==> config.mk <==
export PLATFORM = sky130hd
export DESIGN_NAME = http_header_body_splitter_core
export DESIGN_NICKNAME = d
export VERILOG_FILES = /design/src/rtl/core/hsplit_pkg.sv /design/src/rtl/core/hsplit_parse.sv /design/src/rtl/core/hsplit_skid.sv /design/src/rtl/core/http_header_body_splitter_core.sv
export SDC_FILE = /design/constraint.sdc
export NUM_CORES = 1
export LEC_CHECK = 0
export ABC_AREA = 1
export BUFFER_PORTS_ARGS = -buffer_cell sky130_fd_sc_hd__buf_4
export CAP_MARGIN = 30
export CORE_MARGIN = 2
export CORE_UTILIZATION = 35
export CTS_BUF_LIST = sky130_fd_sc_hd__clkbuf_8
export CTS_CLUSTER_SIZE = 24
export DETAILED_ROUTE_END_ITERATION = 12
export GPL_ROUTABILITY_DRIVEN = 0
export GPL_TIMING_DRIVEN = 0
export SLEW_MARGIN = 20
export SYNTH_ARGS = -nofsm -noshare
export SYNTH_HDL_FRONTEND = slang
export SYNTH_HIERARCHICAL = 1
export SYNTH_SLANG_ARGS = --single-unit
==> constraint.sdc <==
create_clock -name clk_i -period 12.8 [get_ports clk_i]
set_input_delay 2.56 -clock clk_i [delete_from_list [all_inputs] [get_ports clk_i]]
set_output_delay 2.56 -clock clk_i [all_outputs]
set_load 0.01 [all_outputs]
==> src/rtl/core/hsplit_pkg.sv <==
// Package for the HTTP header/body splitter: word types, phase codes,
// header-name table and sizing constants. Depends on nothing.
package hsplit_pkg;

  // Default width of the length and body counters
  localparam int unsigned CountBitsDef = 32;

  // Length of "content-length" and the separator count that ends the header
  localparam int unsigned NameLen = 14;
  localparam logic [2:0]  HdrEnd  = 3'd4;

  // Bytes of interest
  localparam logic [7:0] ChCr    = 8'h0d;
  localparam logic [7:0] ChLf    = 8'h0a;
  localparam logic [7:0] ChSpace = 8'h20;
  localparam logic [7:0] ChTab   = 8'h09;
  localparam logic [7:0] ChZero  = 8'h30;
  localparam logic [7:0] ChNine  = 8'h39;
  localparam logic [7:0] ChUpA   = 8'h41;
  localparam logic [7:0] ChUpZ   = 8'h5a;

  // Input word kinds
  localparam logic KindNewPage = 1'b0;
  localparam logic KindByte    = 1'b1;

  // Header parse phases, one-hot
  typedef enum logic [4:0] {
    PhIdle  = 5'b00001,
    PhMatch = 5'b00010,
    PhColon = 5'b00100,
    PhBlank = 5'b01000,
    PhDigit = 5'b10000
  } phase_e;

  typedef struct packed {
    logic       kind;
    logic [7:0] data_byte;
  } hsplit_in_t;

  typedef struct packed {
    logic        body_valid;
    logic [7:0]  body_byte;
    logic        header_done;
    logic [31:0] body_count;
    logic [31:0] content_length;
    logic        page_done;
    logic        overflow;
  } hsplit_out_t;

  // Lower-case header name, one character per match position
  function automatic logic [7:0] name_char(input logic [3:0] pos);
    logic [7:0] c;
    case (pos)
      4'd0:    c = 8'h63; // c
      4'd1:    c = 8'h6f; // o
      4'd2:    c = 8'h6e; // n
      4'd3:    c = 8'h74; // t
      4'd4:    c = 8'h65; // e
      4'd5:    c = 8'h6e; // n
      4'd6:    c = 8'h74; // t
      4'd7:    c = 8'h2d; // -
      4'd8:    c = 8'h6c; // l
      4'd9:    c = 8'h65; // e
      4'd10:   c = 8'h6e; // n
      4'd11:   c = 8'h67; // g
      4'd12:   c = 8'h74; // t
      4'd13:   c = 8'h68; // h
      default: c = 8'h00;
    endcase
    return c;
  endfunction

  // ASCII upper case to lower case, everything else unchanged
  function automatic logic [7:0] to_lower(input logic [7:0] b);
    logic [7:0] r;
    r = b;
    if (b >= ChUpA && b <= ChUpZ) begin
      r = b + 8'd32;
    end
    return r;
  endfunction

endpackage

==> src/rtl/core/hsplit_parse.sv <==
// Header/body splitter state: separator counter, header-name matcher,
// length parser and body counter. One result word per accepted word.
// Depends on hsplit_pkg.
module hsplit_parse #(
  parameter int unsigned CountBits = hsplit_pkg::CountBitsDef
) (
  input  logic                     clk_i,
  input  logic                     rst_ni,
  input  logic                     acc_i,
  input  hsplit_pkg::hsplit_in_t   word_i,
  output hsplit_pkg::hsplit_out_t  res_o
);
  import hsplit_pkg::*;

  localparam logic [CountBits-1:0] CntMax = {CountBits{1'b1}};

  logic [2:0]           sep_q, sep_d;
  logic [3:0]           pos_q, pos_d;
  phase_e               phase_q, phase_d;
  logic [CountBits-1:0] len_q, len_d;
  logic [CountBits-1:0] cnt_q, cnt_d;

  logic [7:0]           b;
  logic                 is_digit;
  logic [CountBits+3:0] len_x10;
  logic                 body;

  assign b        = word_i.data_byte;
  assign is_digit = b inside {[ChZero:ChNine]};

  // length * 10 + digit, with the carry bits kept for saturation
  assign len_x10 = (CountBits+4)'({len_q, 3'b000}) + (CountBits+4)'({len_q, 1'b0})
                 + (CountBits+4)'(b - ChZero);

  // Next state
  always_comb begin
    sep_d   = sep_q;
    pos_d   = pos_q;
    phase_d = phase_q;
    len_d   = len_q;
    cnt_d   = cnt_q;
    body    = 1'b0;
    if (word_i.kind == KindNewPage) begin
      sep_d   = '0;
      pos_d   = '0;
      phase_d = PhIdle;
      len_d   = '0;
      cnt_d   = '0;
    end else if (sep_q == HdrEnd) begin
      body = 1'b1;
      if (cnt_q != CntMax) begin
        cnt_d = cnt_q + 1'b1;
      end
    end else begin
      // header parse
      case (phase_q)
        PhMatch: begin
          if (to_lower(b) == name_char(pos_q)) begin
            if (pos_q == 4'(NameLen - 1)) begin
              len_d   = '0;
              phase_d = PhColon;
              pos_d   = '0;
            end else begin
              pos_d = pos_q + 4'd1;
            end
          end else begin
            phase_d = PhIdle;
            pos_d   = '0;
          end
        end
        PhColon: begin
          phase_d = PhBlank;
        end
        PhBlank, PhDigit: begin
          if (is_digit) begin
            if (len_x10[CountBits+3:CountBits] != 4'd0) begin
              len_d = CntMax;
            end else begin
              len_d = len_x10[CountBits-1:0];
            end
            phase_d = PhDigit;
          end else if (phase_q == PhBlank && (b == ChSpace || b == ChTab)) begin
            phase_d = PhBlank;
          end else begin
            phase_d = PhIdle;
          end
        end
        default: begin
          phase_d = PhIdle;
          pos_d   = '0;
        end
      endcase
      // separator counter; CR, LF in the header opens a name match
      if (!sep_q[0] && b == ChCr) begin
        sep_d = sep_q + 3'd1;
      end else if (sep_q[0] && b == ChLf) begin
        sep_d = sep_q + 3'd1;
        pos_d = '0;
        if (sep_q + 3'd1 < HdrEnd) begin
          phase_d = PhMatch;
        end else begin
          phase_d = PhIdle;
        end
      end else begin
        sep_d = '0;
      end
    end
  end

  // Result word from the updated state
  always_comb begin
    res_o.body_valid     = body;
    res_o.body_byte      = body ? b : 8'h00;
    res_o.header_done    = (sep_d == HdrEnd);
    res_o.body_count     = 32'(cnt_d);
    res_o.content_length = 32'(len_d);
    res_o.page_done      = (len_d != '0) && (cnt_d == len_d);
    res_o.overflow       = (len_d != '0) && (cnt_d > len_d);
  end

  // State registers
  always_ff @(posedge clk_i or negedge rst_ni) begin
    if (!rst_ni) begin
      sep_q   <= '0;
      pos_q   <= '0;
      phase_q <= PhIdle;
      len_q   <= '0;
      cnt_q   <= '0;
    end else if (acc_i) begin
      sep_q   <= sep_d;
      pos_q   <= pos_d;
      phase_q <= phase_d;
      len_q   <= len_d;
      cnt_q   <= cnt_d;
    end
  end

`ifndef NO_ASSERTIONS
  a_sep_range: assert property (@(posedge clk_i) disable iff (!rst_ni)
    sep_q <= HdrEnd) else $error("separator count beyond header end");
  a_pos_range: assert property (@(posedge clk_i) disable iff (!rst_ni)
    pos_q < 4'(NameLen)) else $error("match position out of range");
  a_pos_phase: assert property (@(posedge clk_i) disable iff (!rst_ni)
    pos_q != '0 |-> phase_q == PhMatch) else $error("match position outside match");
  a_body_idle: assert property (@(posedge clk_i) disable iff (!rst_ni)
    sep_q == HdrEnd |-> phase_q == PhIdle) else $error("parsing inside body");
  a_cnt_inc: assert property (@(posedge clk_i) disable iff (!rst_ni)
    acc_i && word_i.kind == KindByte && sep_q == HdrEnd && cnt_q != CntMax
    |=> cnt_q == $past(cnt_q) + 1'b1) else $error("body count did not advance");
`endif

endmodule

==> src/rtl/core/hsplit_skid.sv <==
// Output register with a skid stage, so a word is taken while a result waits.
// Depends on hsplit_pkg.
module hsplit_skid (
  input  logic                     clk_i,
  input  logic                     rst_ni,
  input  hsplit_pkg::hsplit_out_t  res_i,
  input  logic                     res_valid_i,
  output logic                     res_ready_o,
  output hsplit_pkg::hsplit_out_t  out_data_o,
  output logic                     out_valid_o,
  input  logic                     out_ready_i
);
  import hsplit_pkg::*;

  logic        out_valid_q, out_valid_d;
  logic        skid_valid_q, skid_valid_d;
  hsplit_out_t out_q, out_d;
  hsplit_out_t skid_q, skid_d;
  logic        res_acc;

  assign res_ready_o = !skid_valid_q;
  assign res_acc     = res_valid_i && res_ready_o;
  assign out_valid_o = out_valid_q;
  assign out_data_o  = out_q;

  // Slot movement
  always_comb begin
    out_valid_d  = out_valid_q;
    skid_valid_d = skid_valid_q;
    out_d        = out_q;
    skid_d       = skid_q;
    if (!out_valid_q || out_ready_i) begin
      if (skid_valid_q) begin
        out_d        = skid_q;
        out_valid_d  = 1'b1;
        skid_valid_d = 1'b0;
      end else begin
        out_d       = res_i;
        out_valid_d = res_acc;
      end
    end else if (res_acc) begin
      skid_d       = res_i;
      skid_valid_d = 1'b1;
    end
  end

  // Control
  always_ff @(posedge clk_i or negedge rst_ni) begin
    if (!rst_ni) begin
      out_valid_q  <= 1'b0;
      skid_valid_q <= 1'b0;
    end else begin
      out_valid_q  <= out_valid_d;
      skid_valid_q <= skid_valid_d;
    end
  end

  // Payload
  always_ff @(posedge clk_i) begin
    out_q  <= out_d;
    skid_q <= skid_d;
  end

`ifndef NO_ASSERTIONS
  a_skid_behind: assert property (@(posedge clk_i) disable iff (!rst_ni)
    skid_valid_q |-> out_valid_q) else $error("skid word without output word");
  a_skid_fill: assert property (@(posedge clk_i) disable iff (!rst_ni)
    out_valid_q && !out_ready_i && res_acc |=> skid_valid_q)
    else $error("stalled word lost");
  a_skid_drain: assert property (@(posedge clk_i) disable iff (!rst_ni)
    skid_valid_q && out_ready_i |=> out_valid_q && !skid_valid_q)
    else $error("skid word not moved forward");
`endif

endmodule

==> src/rtl/core/http_header_body_splitter_core.sv <==
// Top level of the HTTP header/body splitter: parser state and output skid.
// Depends on hsplit_pkg, hsplit_parse and hsplit_skid.
//
//   channel  | valid       | ready       | word
//   ---------+-------------+-------------+-------------------------
//   input    | in_valid_i  | in_ready_o  | in_data_i  (hsplit_in_t)
//   output   | out_valid_o | out_ready_i | out_data_o (hsplit_out_t)
//
// One word in per cycle while in_ready_o is high; its result word is
// registered in the output register, or in the skid word on a stall. The
// parser state updates in the cycle a word is taken. Reset clears the
// separator counter, matcher, length and body count. An output stall is
// absorbed by one skid word; in_ready_o drops only when it is occupied.
module http_header_body_splitter_core #(
  parameter int unsigned COUNT_BITS = hsplit_pkg::CountBitsDef
) (
  input  logic                     clk_i,
  input  logic                     rst_ni,
  input  logic                     in_valid_i,
  output logic                     in_ready_o,
  input  hsplit_pkg::hsplit_in_t   in_data_i,
  output logic                     out_valid_o,
  input  logic                     out_ready_i,
  output hsplit_pkg::hsplit_out_t  out_data_o
);
  import hsplit_pkg::*;

  logic        in_acc;
  hsplit_out_t res;

  assign in_acc = in_valid_i && in_ready_o;

  hsplit_parse #(
    .CountBits(COUNT_BITS)
  ) u_parse (
    .clk_i  (clk_i),
    .rst_ni (rst_ni),
    .acc_i  (in_acc),
    .word_i (in_data_i),
    .res_o  (res)
  );

  hsplit_skid u_skid (
    .clk_i       (clk_i),
    .rst_ni      (rst_ni),
    .res_i       (res),
    .res_valid_i (in_valid_i),
    .res_ready_o (in_ready_o),
    .out_data_o  (out_data_o),
    .out_valid_o (out_valid_o),
    .out_ready_i (out_ready_i)
  );

endmodule

==> summary.md <==
| Metric | Value |
|---|---|
| Outcome | finished, final reports clean |
| RSZ-0062 raised after global routing | false |
| Sw power | between 400 and 500 uW |
| Clock buffer depth | 3 |
| Vias | 14220 |
| Share of the yosys chip area belonging to registers | 41.46% |
| CP Data Arrival Time | 8240 ps |
| Most used cell along the critical path | nand2_1 |
| Tcrit/Tclk final | 61.33% |
| Pleak | around 0.0084 uW |
| Die Y | 215.9 um |
| Async SR Flop Fraction | between 30% and 40% |
| Initial drt markers | 1388 |
| Clock network power share | 35.7% |
| First-pass GRT wire length | 74.04 mm |
| Largest family of logic cells by synthesized area | simple AND/OR/NAND/NOR gates |
| Mux cell area share after synthesis | 0% |
| Cts bufs inserted | 36 |
| Core footprint | 44320 um2 |
| Critical-path top delay cell | or4_1 |
| Post-synth EDFFs | 152 |
| Vias in the first global route | approximately 13000 |
| Area share of the largest cell type after synthesis | ~29% |
| Mean Syn Cell Area | 7.737 um2 |
| Initial Utilization | 35.47% |
| Ys Warns | 6 |
| MaxCap Viol Count | 0 |
| Req. time, crit path | 13190 ps |
| Wirelength per Cell | ~17 um |
| Compound-gate portion of the synthesized area | 11.04% |
| CP Class | primary input to register |
| Clk slew on worst S/H paths | 70 ps |
| Startpoint type of the worst setup path | primary input |
| Input/output buffers | 90 |
| Number of fill cells | 4564 |
| Hold_buf cts | 0 |
| Area occupied by multi-input gates | 7953 um2 |
| Rel. slew slack | 41.58% |
| Worst-Margin Slew | 876.2 ps |
| Minimum clock period | approximately 7900 ps |
| Worst-path maximum fanout | 24 |
| Layout Nets | 2294 |
| FMAX | 127.4 MHz |
| Die ar. | 46630 um2 |
| Critical Path Sink Type | register |
| Adder-cell share of the synthesized area | 10.71% |
| Clock root cell | clkbuf_8 |
| Synth Instances | just over 2000 |
| # rows | 77 |
| Main flop type after synthesis | edfxtp_1 |
| Synth Area in Simple Gates | 27.19% |
| Yosys reg bits | 230 |
| Layout Skew | 27.83 ps |
| Layout area overhead | 14.02% |
| Switch share | between 20% and 30% |
| CP peak stage delay | 580 ps |
| Xor/xnor share of the synthesized area | 1.496% |
| Max Slew Vio Count | 0 |
| Final Hold Vio Count | 0 |
| Share of layout cells above drive strength 1 | between 10% and 20% |
| Initial antenna violation count | 0 |
| Seq pwr share | 51.4% |
| Tot GR Track Use | 19.91% |
| # IOs | 91 |
| Antenna cells | 0 |
| Max VDD drop | 0.00006126 V |
| Pint | 1205 uW |
| Post-route DRC | 0 |
| Post-synth top area cell | edfxtp_1 |
| Die span in x | 215.9 um |
| Post-synthesis cell type count | 56 |
| Post-CTS setup buffer count | 0 |
| Hold Path Stages | 2 |
| Net Count, Synth | 2161 |
| Cells on worst reg2reg path | 31 |
| CTS sink cnt | 230 |
| Dominant cells by area after synthesis | edfxtp_1 29%, nand2_1 16%, dfrtp_1 12% |
| Storage cell area | 6518 um2 |
| Detailed Routing Iterations Pass 1 | 5 |
| Vias per std cell | 5.109 |
| CTS resizes | 0 |
| CTS tree | yes |
| Hold Crit Class | register to register |
| Comb power frac | ~13% |
| Post-route setup TNS | 0 ps |
| Post-route ant nets | 0 |
| Post-DP HPWL | roughly 36 mm |
| H-tree depth | 2 |
| Clock Latency Late Sink | 540 ps |
| Final setup violation count | 0 |
| Total wire length | 46.39 mm |
| Pwr Density | 91.84 nW/um2 |
| Mapped cell area | approximately 16000 um2 |
| Largest net degree at the start of global routing | 51 |
| Pwr Total | 1646 uW |
| Gr ovfl total | 0 |
## worst max-delay path: cells and delay by family
kind	cells	cell delay (ps)
adder cells (fa/ha/maj)	4	1330
buffers and inverters	6	740
AND/OR/NAND/NOR	20	3060
AO/OA/AOI/OAI	3	500
## through the flow
stage               area (um2)  std cells  setup slack, ps  util [%]  hold WS, ps
floorplan                15720       2032             4443         -        462.5
global placement         17140       2714             1978     38.67        500.2
detailed placement       17270       2719             4462     38.96        502.3
CTS                      17930       2783             5024     40.45        493.7
global route             17930       2783             4374     40.45        537.4
finish                   17930       2783             4950     40.45        499.2
## per-layer routing
layer  up-vias  wire length, um  GRT usage [%]
met5         -                0              0
met4         0              833          4.384
met3        70             3511          3.425
met2       550            20330          30.96
met1      6706            21720          28.95
li1       6893                -              -
## registers in the layout, indices dropped and copies added, names as in the netlist, 3 cells and up
signal and count:
u_skid/skid_q 76, u_parse/pos_q 4, u_skid/out_data_o 76, u_parse/cnt_q 32, u_parse/phase_q 5, u_parse/sep_q 3
u_parse/len_q 32
## cell usage after synthesis, types with 5 or more instances
master,count
o21ai_0,98
nand4_1,18
a31oi_1,6
inv_1,228
xor2_1,19
inv_2,9
edfxtp_1,152
o21a_1,7
nor4_1,6
nand2_2,30
nor3_1,30
buf_2,14
a21oi_1,158
clkbuf_1,33
nand3b_1,5
a21oi_2,10
nand2_1,688
buf_4,6
ha_1,85
nor2_2,5
nand3_1,58
dfrtp_1,77
o21ai_1,9
nor2_1,176
o22ai_1,5
xnor2_1,6
o21bai_1,7
buf_6,11
fa_1,31
## area by class of cell
cell class / instances / area share (%)
Clock inverter: 25 / 0.6770
Timing Repair Buffer: 95 / 4.369
Multi-Input combinational cell: 1496 / 44.36
Tap cell: 592 / 4.132
Buffer: 66 / 2.066
Clock buffer: 39 / 2.994
Inverter: 240 / 5.039
Sequential cell: 230 / 36.36
## placed cells by master, fill, tap and decap left out, types with 14 or more instances in the layout
| cell | n |
|---|---|
| a21oi_1 | 158 |
| buf_2 | 14 |
| buf_4 | 96 |
| clkbuf_1 | 33 |
| clkbuf_8 | 39 |
| dfrtp_1 | 77 |
| edfxtp_1 | 152 |
| fa_1 | 31 |
| ha_1 | 85 |
| inv_1 | 242 |
| nand2_1 | 687 |
| nand2_2 | 30 |
| nand3_1 | 58 |
| nand4_1 | 18 |
| nor2_1 | 174 |
| nor3_1 | 30 |
| o21ai_0 | 98 |
| xor2_1 | 19 |
## cell families (layout without fill, tap and decap cells)
kind of cell,Yosys count,in the layout
AND/OR/NAND/NOR,1036,1036
AO/OA/AOI/OAI,318,318
buffers and inverters,306,465
flip-flops,230,230
adder cells (fa/ha/maj),116,116
XOR/XNOR,26,26
## path summary, 6_finish.rpt
check | slack [ps] | endpoint | startpoint
max reg2reg | 7280 | u_skid/out_data_o[0] | u_parse/len_q[2]
max | 4950 | u_skid/out_data_o[0] | in_data_i[4]
min reg2reg | 500 | u_skid/out_data_o[12] | u_skid/skid_q[12]
max in group asynchronous | 10120 | u_parse/cnt_q[23] | rst_ni
min | 500 | u_skid/out_data_o[12] | u_skid/skid_q[12]
min in group asynchronous | 2030 | u_parse/pos_q[2] | rst_ni
## power groups by stage
stage	Clock (uW)	Combinational, uW	Sequential [uW]
global route	640	234	849
finish	587	213	846
CTS	606	213	847
global placement	0	204	865
floorplan	0	103	872
detailed placement	0	212	861
(Power assumes the default switching activity.)
